[config.mk]
export PLATFORM = sky130hd
export DESIGN_NAME = description_text_lexer
export DESIGN_NICKNAME = d
export VERILOG_FILES = /design/src/sv/dtl_pkg.sv /design/src/sv/dtl_step.sv /design/src/sv/dtl_obuf.sv /design/src/sv/description_text_lexer.sv
export SDC_FILE = /design/constraint.sdc
export NUM_CORES = 1
export LEC_CHECK = 0
export ABC_AREA = 1
export BUFFER_PORTS_ARGS = -buffer_cell sky130_fd_sc_hd__buf_2
export CAP_MARGIN = 20
export CORE_MARGIN = 4
export CORE_UTILIZATION = 45
export DETAILED_ROUTE_END_ITERATION = 10
export PLACE_DENSITY = 0.62
export SYNTH_ARGS = -nofsm -noshare
export SYNTH_HDL_FRONTEND = slang
export SYNTH_HIERARCHICAL = 1
export SYNTH_SLANG_ARGS = --single-unit
export TNS_END_PERCENT = 20
[constraint.sdc]
create_clock -name aclk -period 4.2 [get_ports aclk]
set_input_delay 0.63 -clock aclk [delete_from_list [all_inputs] [get_ports aclk]]
set_output_delay 0.63 -clock aclk [all_outputs]
set_load 0.03 [all_outputs]
[src/sv/dtl_pkg.sv]
// ============================================================================
// dtl_pkg
// Shared types and character codes for the description text lexer.
// ============================================================================
package dtl_pkg;

    localparam int LINE_W = 16;

    localparam logic [7:0] CH_LF     = 8'h0A;
    localparam logic [7:0] CH_TAB    = 8'h09;
    localparam logic [7:0] CH_CR     = 8'h0D;
    localparam logic [7:0] CH_NUL    = 8'h00;
    localparam logic [7:0] CH_SPACE  = 8'h20;
    localparam logic [7:0] CH_HASH   = 8'h23;
    localparam logic [7:0] CH_SEMI   = 8'h3B;
    localparam logic [7:0] CH_RBRACE = 8'h7D;
    localparam logic [7:0] CH_LBRACE = 8'h7B;
    localparam logic [7:0] CH_LPAREN = 8'h28;
    localparam logic [7:0] CH_RPAREN = 8'h29;
    localparam logic [7:0] CH_COLON  = 8'h3A;
    localparam logic [7:0] CH_COMMA  = 8'h2C;
    localparam logic [7:0] CH_DASH   = 8'h2D;
    localparam logic [7:0] CH_GT     = 8'h3E;
    localparam logic [7:0] CH_DQUOTE = 8'h22;
    localparam logic [7:0] CH_SQUOTE = 8'h27;
    localparam logic [7:0] CH_BSLASH = 8'h5C;
    localparam logic [7:0] CH_UNDER  = 8'h5F;

    localparam logic [3:0] KIND_NAME      = 4'd0;
    localparam logic [3:0] KIND_LINK      = 4'd1;
    localparam logic [3:0] KIND_LPAREN    = 4'd2;
    localparam logic [3:0] KIND_RPAREN    = 4'd3;
    localparam logic [3:0] KIND_LBRACE    = 4'd4;
    localparam logic [3:0] KIND_RBRACE    = 4'd5;
    localparam logic [3:0] KIND_SEMICOLON = 4'd6;
    localparam logic [3:0] KIND_COLON     = 4'd7;
    localparam logic [3:0] KIND_COMMA     = 4'd8;

    typedef enum logic [6:0] {
        MODE_IDLE    = 7'b0000001,
        MODE_NAME    = 7'b0000010,
        MODE_QUOTE   = 7'b0000100,
        MODE_ESC     = 7'b0001000,
        MODE_CHAR    = 7'b0010000,
        MODE_DASH    = 7'b0100000,
        MODE_COMMENT = 7'b1000000
    } lex_mode_t;

    typedef struct packed {
        logic [7:0] source_byte;
        logic       final_byte;
    } in_t;

    typedef struct packed {
        logic              has_char;
        logic [7:0]        text_char;
        logic              token_done;
        logic [3:0]        token_kind;
        logic [LINE_W-1:0] line_number;
        logic              parse_error;
        logic              last;
    } out_t;

    // Lexer state carried between bytes.
    typedef struct packed {
        lex_mode_t         mode;
        logic              nonempty;
        logic              error;
        logic [LINE_W-1:0] line_count;
    } lex_state_t;

    // Everything one byte produces: up to three results and the next state.
    typedef struct packed {
        logic [1:0]     count;
        out_t [2:0]     items;
        lex_state_t     state;
    } step_res_t;

endpackage

[src/sv/dtl_step.sv]
// ============================================================================
// dtl_step
// Lexes one byte against the current state; gives up to three results.
// ============================================================================
module dtl_step
    import dtl_pkg::*;
(
    input  in_t        item,
    input  lex_state_t state,
    output step_res_t  res
);

    typedef struct packed {
        logic [1:0]        count;
        out_t [2:0]        items;
        logic [LINE_W-1:0] line_no;
    } acc_t;

    typedef struct packed {
        lex_mode_t  mode;
        logic       ne_wr;
        logic       ne_val;
        logic       emit;
        logic       done;
        logic [3:0] kind;
        logic       fail;
    } idle_t;

    function automatic acc_t put_res(acc_t a, logic has, logic [7:0] ch, logic done,
                                     logic [3:0] kind, logic err);
        acc_t r;
        out_t o;
        r             = a;
        o.has_char    = has;
        o.text_char   = ch;
        o.token_done  = done;
        o.token_kind  = kind;
        o.line_number = a.line_no;
        o.parse_error = err;
        o.last        = 1'b0;
        if (a.count != 2'd3) begin
            r.items[a.count] = o;
            r.count          = a.count + 2'd1;
        end
        return r;
    endfunction

    function automatic logic is_name(logic [7:0] c);
        return (c >= 8'h61 && c <= 8'h7A) || (c >= 8'h41 && c <= 8'h5A) ||
               (c >= 8'h30 && c <= 8'h39) || (c == CH_UNDER);
    endfunction

    function automatic idle_t idle_lex(logic [7:0] c);
        idle_t r;
        r      = '0;
        r.mode = MODE_IDLE;
        r.kind = KIND_NAME;
        if (is_name(c)) begin
            r.mode   = MODE_NAME;
            r.ne_wr  = 1'b1;
            r.ne_val = 1'b1;
            r.emit   = 1'b1;
        end else if (c == CH_SQUOTE) begin
            r.mode  = MODE_CHAR;
            r.ne_wr = 1'b1;
        end else if (c == CH_DQUOTE) begin
            r.mode  = MODE_QUOTE;
            r.ne_wr = 1'b1;
        end else if (c == CH_DASH) begin
            r.mode = MODE_DASH;
            r.emit = 1'b1;
        end else begin
            case (c)
                CH_LPAREN: begin r.emit = 1'b1; r.done = 1'b1; r.kind = KIND_LPAREN; end
                CH_RPAREN: begin r.emit = 1'b1; r.done = 1'b1; r.kind = KIND_RPAREN; end
                CH_LBRACE: begin r.emit = 1'b1; r.done = 1'b1; r.kind = KIND_LBRACE; end
                CH_RBRACE: begin r.emit = 1'b1; r.done = 1'b1; r.kind = KIND_RBRACE; end
                CH_SEMI:   begin r.emit = 1'b1; r.done = 1'b1; r.kind = KIND_SEMICOLON; end
                CH_COLON:  begin r.emit = 1'b1; r.done = 1'b1; r.kind = KIND_COLON; end
                CH_COMMA:  begin r.emit = 1'b1; r.done = 1'b1; r.kind = KIND_COMMA; end
                CH_SPACE, CH_TAB, CH_CR, CH_NUL: begin end
                CH_HASH:   r.mode = MODE_COMMENT;
                default:   r.fail = 1'b1;
            endcase
        end
        return r;
    endfunction

    logic [7:0]        c;
    logic              fin;
    logic              is_lf;
    logic              line_end;
    logic [LINE_W-1:0] line_no;
    acc_t              acc;
    idle_t             idl;
    lex_mode_t         mode;
    logic              ne;
    logic              err;
    logic              do_idle;
    logic [LINE_W-1:0] line_cnt;

    assign c        = item.source_byte;
    assign fin      = item.final_byte;
    assign is_lf    = (c == CH_LF);
    assign line_end = is_lf || (c == CH_SEMI) || (c == CH_RBRACE) || fin;
    assign line_no  = (state.line_count == '1) ? state.line_count
                                               : state.line_count + 1'b1;
    assign idl      = idle_lex(c);

    always_comb begin
        acc         = '0;
        acc.line_no = line_no;
        mode        = state.mode;
        ne          = state.nonempty;
        err         = state.error;
        do_idle     = 1'b0;
        line_cnt    = state.line_count;

        if (!err) begin
            if (!is_lf) begin
                unique case (mode)
                    MODE_NAME: begin
                        if (is_name(c)) begin
                            acc = put_res(acc, 1'b1, c, 1'b0, KIND_NAME, 1'b0);
                        end else begin
                            acc     = put_res(acc, 1'b0, 8'h00, 1'b1, KIND_NAME, 1'b0);
                            do_idle = 1'b1;
                        end
                    end
                    MODE_QUOTE: begin
                        if (c == CH_DQUOTE) begin
                            if (!ne) begin
                                acc = put_res(acc, 1'b0, 8'h00, 1'b0, KIND_NAME, 1'b1);
                                err = 1'b1;
                            end else begin
                                acc  = put_res(acc, 1'b0, 8'h00, 1'b1, KIND_NAME, 1'b0);
                                mode = MODE_IDLE;
                            end
                        end else if (c == CH_BSLASH) begin
                            mode = MODE_ESC;
                        end else begin
                            acc = put_res(acc, 1'b1, c, 1'b0, KIND_NAME, 1'b0);
                            ne  = 1'b1;
                        end
                    end
                    MODE_ESC: begin
                        acc  = put_res(acc, 1'b1, c, 1'b0, KIND_NAME, 1'b0);
                        ne   = 1'b1;
                        mode = MODE_QUOTE;
                    end
                    MODE_CHAR: begin
                        if (c == CH_SQUOTE) begin
                            if (!ne) begin
                                acc = put_res(acc, 1'b0, 8'h00, 1'b0, KIND_NAME, 1'b1);
                                err = 1'b1;
                            end else begin
                                acc  = put_res(acc, 1'b0, 8'h00, 1'b1, KIND_NAME, 1'b0);
                                mode = MODE_IDLE;
                            end
                        end else if (ne) begin
                            acc = put_res(acc, 1'b0, 8'h00, 1'b0, KIND_NAME, 1'b1);
                            err = 1'b1;
                        end else begin
                            acc = put_res(acc, 1'b1, c, 1'b0, KIND_NAME, 1'b0);
                            ne  = 1'b1;
                        end
                    end
                    MODE_DASH: begin
                        if (c == CH_GT) begin
                            acc  = put_res(acc, 1'b1, c, 1'b1, KIND_LINK, 1'b0);
                            mode = MODE_IDLE;
                        end else begin
                            acc = put_res(acc, 1'b0, 8'h00, 1'b0, KIND_NAME, 1'b1);
                            err = 1'b1;
                        end
                    end
                    MODE_COMMENT: begin end
                    default: do_idle = 1'b1;
                endcase

                if (do_idle) begin
                    mode = idl.mode;
                    if (idl.ne_wr) begin
                        ne = idl.ne_val;
                    end
                    if (idl.emit) begin
                        acc = put_res(acc, 1'b1, c, idl.done, idl.kind, 1'b0);
                    end
                    if (idl.fail) begin
                        acc = put_res(acc, 1'b0, 8'h00, 1'b0, KIND_NAME, 1'b1);
                        err = 1'b1;
                    end
                end
            end

            // Close the logical line: flush a name, abandon an open quote, flag an open char literal or dash.
            if (!err && line_end) begin
                if (mode == MODE_NAME) begin
                    acc = put_res(acc, 1'b0, 8'h00, 1'b1, KIND_NAME, 1'b0);
                end else if ((mode == MODE_QUOTE || mode == MODE_ESC) && ne) begin
                    acc = put_res(acc, 1'b0, 8'h00, 1'b0, KIND_NAME, 1'b0);
                end else if ((mode == MODE_CHAR && ne) || mode == MODE_DASH) begin
                    acc = put_res(acc, 1'b0, 8'h00, 1'b0, KIND_NAME, 1'b1);
                    err = 1'b1;
                end
                if (!err) begin
                    mode = MODE_IDLE;
                    ne   = 1'b0;
                end
            end

            if (!err && is_lf && state.line_count != '1) begin
                line_cnt = state.line_count + 1'b1;
            end

            if (acc.count != 2'd0) begin
                acc.items[acc.count - 2'd1].last = 1'b1;
            end
        end

        res.count            = acc.count;
        res.items            = acc.items;
        res.state.mode       = mode;
        res.state.nonempty   = ne;
        res.state.error      = err;
        res.state.line_count = line_cnt;
    end

endmodule

[src/sv/dtl_obuf.sv]
// ============================================================================
// dtl_obuf
// Result bank: holds up to three results of one byte, drains one per cycle while m_ready is high.
// ============================================================================
module dtl_obuf
    import dtl_pkg::*;
(
    input  logic       aclk,
    input  logic       aresetn,
    input  logic       load,
    input  logic [1:0] load_count,
    input  out_t [2:0] load_items,
    output logic       can_load,
    output logic       m_valid,
    input  logic       m_ready,
    output out_t       m_data
);

    out_t [2:0] slot_reg;
    out_t [2:0] slot_next;
    logic [1:0] cnt_reg;
    logic [1:0] cnt_next;
    logic       pop;

    assign pop      = (cnt_reg != 2'd0) && m_ready;
    assign can_load = (cnt_reg == 2'd0) || ((cnt_reg == 2'd1) && m_ready);
    assign m_valid  = (cnt_reg != 2'd0);
    assign m_data   = slot_reg[0];

    always_comb begin
        slot_next = slot_reg;
        cnt_next  = cnt_reg;
        if (load) begin
            slot_next = load_items;
            cnt_next  = load_count;
        end else if (pop) begin
            // advance the queue by one slot
            slot_next[0] = slot_reg[1];
            slot_next[1] = slot_reg[2];
            cnt_next     = cnt_reg - 2'd1;
        end
    end

    always_ff @(posedge aclk) begin
        if (!aresetn) begin
            cnt_reg <= 2'd0;
        end else begin
            cnt_reg <= cnt_next;
        end
    end

    always_ff @(posedge aclk) begin
        slot_reg <= slot_next;
    end

endmodule

[src/sv/description_text_lexer.sv]
// ============================================================================
// description_text_lexer
// Streaming byte-in, token-out lexer for a small description language.
// ============================================================================
// One source byte per request enters an input register; a single combinational
// pass lexes it against the lexer state and loads up to three results into a
// result bank that drives the m_ channel one result per cycle while m_ready is
// high. A token arrives as its characters (has_char=1) closed by a result with
// token_done=1 and its kind; punctuation is one result carrying both. A result
// with has_char=0, token_done=0 and parse_error=0 tells the receiver to discard
// a quote left open at a line end. After a parse_error result the block
// swallows all further bytes without output until aresetn. The input register
// takes a new byte while the bank drains, but the held byte is lexed only once
// the bank is empty or holds one result that m_ready takes in that cycle. A
// byte's results reach m_ through the input register and then the result bank.
// ============================================================================
module description_text_lexer
    import dtl_pkg::*;
(
    input  logic aclk,
    input  logic aresetn,
    input  logic s_valid,
    output logic s_ready,
    input  in_t  s_data,
    output logic m_valid,
    input  logic m_ready,
    output out_t m_data
);

    // Input register: hold the request until the result bank can take its results.
    logic       in_valid_reg;
    logic       in_valid_next;
    in_t        in_data_reg;

    // Lexer state between bytes.
    lex_state_t state_reg;
    lex_state_t state_next;

    step_res_t  step;
    logic       can_load;
    logic       consume;

    dtl_step u_step (
        .item  (in_data_reg),
        .state (state_reg),
        .res   (step)
    );

    // Consume the held byte once the bank is free (or frees up this cycle).
    assign consume = in_valid_reg && can_load;
    assign s_ready = !in_valid_reg || consume;

    always_comb begin
        in_valid_next = in_valid_reg;
        if (s_valid && s_ready) begin
            in_valid_next = 1'b1;
        end else if (consume) begin
            in_valid_next = 1'b0;
        end
        state_next = consume ? step.state : state_reg;
    end

    always_ff @(posedge aclk) begin
        if (!aresetn) begin
            in_valid_reg         <= 1'b0;
            state_reg.mode       <= MODE_IDLE;
            state_reg.nonempty   <= 1'b0;
            state_reg.error      <= 1'b0;
            state_reg.line_count <= '0;
        end else begin
            in_valid_reg <= in_valid_next;
            state_reg    <= state_next;
        end
    end

    // Payload: no reset, capture on every accepted request.
    always_ff @(posedge aclk) begin
        if (s_valid && s_ready) begin
            in_data_reg <= s_data;
        end
    end

    dtl_obuf u_obuf (
        .aclk       (aclk),
        .aresetn    (aresetn),
        .load       (consume),
        .load_count (step.count),
        .load_items (step.items),
        .can_load   (can_load),
        .m_valid    (m_valid),
        .m_ready    (m_ready),
        .m_data     (m_data)
    );

endmodule
==> results.toml <==
[routing]
ant_nets = 0
wire_per_inst_um = 13.61
vias = 6802
drt-pass1-iter-count = 4
drtIter0Drc = 621
drc = 0
vias_per_cell = 4.922
totalWireLength_um = 18810

[cells_and_area]
layout_common_cells = "nand2_1, nor2_1, inv_1"
drive_gt1_frac = 0.1344
seq_area_um2 = 3714
antenna_cells = 0
fin_nets = 1161
final_common_cell = "nand2_1"
n_fill_cell = 1823
multi_input_area_um2 = 3715
final_area_um2 = 9045
largest_register_ffs = 64
area_growth_pct = 6.607

[yosys]
yosysSeqAreaShare = 0.4377
yosysTopAreaCell = "edfxtp_1"
synthesis.area_um2 = 8484
synth_top_area_frac = 0.3716
ys_seq_elements = 133
synthDistinctLibCells = 49
ys_top_cells_by_area = "edfxtp_1, nand2_1, nor2_1, dfxtp_1, inv_1"
netlist_instances = 1138
yosysWarnings = 6
avgSynthCellArea_um2 = 7.456

[cts]
h-tree-depth = 4
clk_path_buf_depth = 2
cts_setup_buffers = 0
clkSinkCount = 133
cts_buffers = 17
clock_latency_ns = 0.42
cts_hold_buffers = 0
path_clk_slew_ns = 0.06
cts_root_buf = "clkbuf_16"
cts_resized = 0
cts_tree = "built"

[job]
maxCapViolCount = 0

[floorplanning]
initial_core_util = 0.4644
dieArea_um2 = 21120
die_w_um = 145.3
die_y_um = 145.3
core_um2 = 18270
rows = 49
ios = 47

[power_and_ir_drop]
cellPowerDensity_nw_per_um2 = 565.2
pwr-share-clk = 0.278
p_leak_nw = 4.261
p_int_w = 0.003094
power_w = 0.005112
power_switching_w = 0.002018
switching_share = 0.3947
power_frac_seq = 0.394
pwr-share-comb = 0.328
ir_drop_v = 0.0003155

[timing]
finalMaxSlewViolations = 0
finalCritPeriodShare = 0.8359
hold_viol_final = 0
rsz0062_at_grt = "false"
fmax_mhz = 284.9
fin_skew_ns = 0.008876
fin_crit_ns = 3.511
slew_headroom = 0.3730
finalSetupViolations = 0
tightest_slew_ns = 0.9333
finalSetupTns_ns = 0

[worst_setup_path]
path_class = "flop to flop"
crit_arrival_ns = 3.69
crit_path_end_kind = "flop"
crit_fanout = 10
crit_required_ns = 4.38
cp-start-kind = "flop"

[placed_design]
dpl.hpwl_um = 13440
gp_congestion = 0.9499
io_buffers = 46
dpl_cell_area_um2 = 8483

[min_path]
hp-class = "input pin to flop"

[global_route]
grt_overflow = 0
grt_max_degree = 60
antenna_found_initial = 0
grt_pass1_vias = 6271
grt_use_total = 0.1817
grt_pass1_wl_um = 31800

[status]
outcome = "completed"
-- critical path, stage by stage, from the launching register on --
cell and delay (ns):
edfxtp_1 0.52, inv_1 0.17, nor2_4 0.07, nand2_1 0.10, nor2_1 0.08, nor2_2 0.09
nand3_2 0.12, nor3_4 0.23, nand3_1 0.20, ha_1 0.37, inv_1 0.07, o21ai_1 0.07
nand2_1 0.06, nand2_1 0.07, nand2_2 0.08, inv_2 0.09, nand2_1 0.06, nor2_2 0.21
nand2_4 0.10, nand2_1 0.28, nor2_1 0.07, nand2_1 0.08, nand2_1 0.05
-- power by group through the flow --
stage	logic [W]	registers (W)	clock network [W]
after global routing	0.00189	0.00206	0.00151
after CTS	0.00169	0.00202	0.00146
after floorplan	0.00151	0.00201	0
final	0.00168	0.00201	0.00142
after detailed placement	0.00168	0.00204	0
after global placement	0.00168	0.00203	0
-- metrics by stage --
step | hold WS (ns) | setup slack (ns) | util | instances
floorplan | 0.4843 | 0.3037 | - | 1151
global placement | 0.4909 | 0.7137 | 0.4643 | 1350
detailed placement | 0.4960 | 0.7055 | 0.4643 | 1350
CTS | 0.3593 | 0.6963 | 0.4951 | 1382
global route | 0.3681 | 0.3138 | 0.4951 | 1382
finish | 0.3798 | 0.6894 | 0.4951 | 1382
-- layer usage --
metal / vias up / global-route usage / part of all wire / routed length, um
li1: 3543 / - / - / -
met1: 3044 / 0.2756 / 0.52 / 9732
met2: 187 / 0.2624 / 0.41 / 7752
met3: 28 / 0.03336 / 0.054 / 1008
met4: 0 / 0.05745 / 0.017 / 312
met5: - / 0 / 0 / 0
-- logic make-up after synthesis --
| kind of cell | Yosys count | share of synthesized area |
|---|---|---|
| flops | 133 | 0.4377 |
| simple gates | 697 | 0.3507 |
| compound gates | 74 | 0.05368 |
| buf+inv | 210 | 0.1302 |
| fa+ha+maj | 8 | 0.01180 |
| other cells | 1 | 0.0004420 |
| xor+xnor | 15 | 0.01548 |
-- worst paths after layout --
kind | cells past startpoint | slack, ns | start | end
max | 22 | 0.69 | in_data_reg[4]$_DFFE_PP_ | u_obuf/slot_reg[50]$_DFFE_PP_
min | 1 | 0.38 | s_data[6] | in_data_reg[6]$_DFFE_PP_
max reg2reg | 22 | 0.69 | in_data_reg[4]$_DFFE_PP_ | u_obuf/slot_reg[50]$_DFFE_PP_
min reg2reg | 2 | 0.50 | u_obuf/slot_reg[69]$_DFFE_PP_ | u_obuf/slot_reg[37]$_DFFE_PP_
-- synthesized netlist by cell type, drive strengths merged --
master and instances:
o32a 1, ha 8, and2 1, clkbuf 3
dfxtp 28, xor2 12, nor4 5, a311oi 1
a31oi 2, a211oi 1, o311ai 2, a21boi 3
inv 125, buf 82, conb 1, nor2 194
xnor2 3, nand3b 1, o2111ai 1, o22ai 1
nand3 61, nor3b 1, edfxtp 105, a41oi 1
nor3 18, a21oi 23, nand4 9, o21ai 32
o211ai 3, a22o 1, o32ai 1, o31ai 1
nand2 407
-- cell type report --
type | count | share of cell area
multi-input cells | 808 | 0.4107
well taps | 229 | 0.03168
repair buffers | 55 | 0.03292
clock buffers | 17 | 0.04703
inverters | 125 | 0.05201
flip-flops and latches | 133 | 0.4106
clock inverters | 15 | 0.01508
No activity file was read; power rests on OpenSTA's default activity.
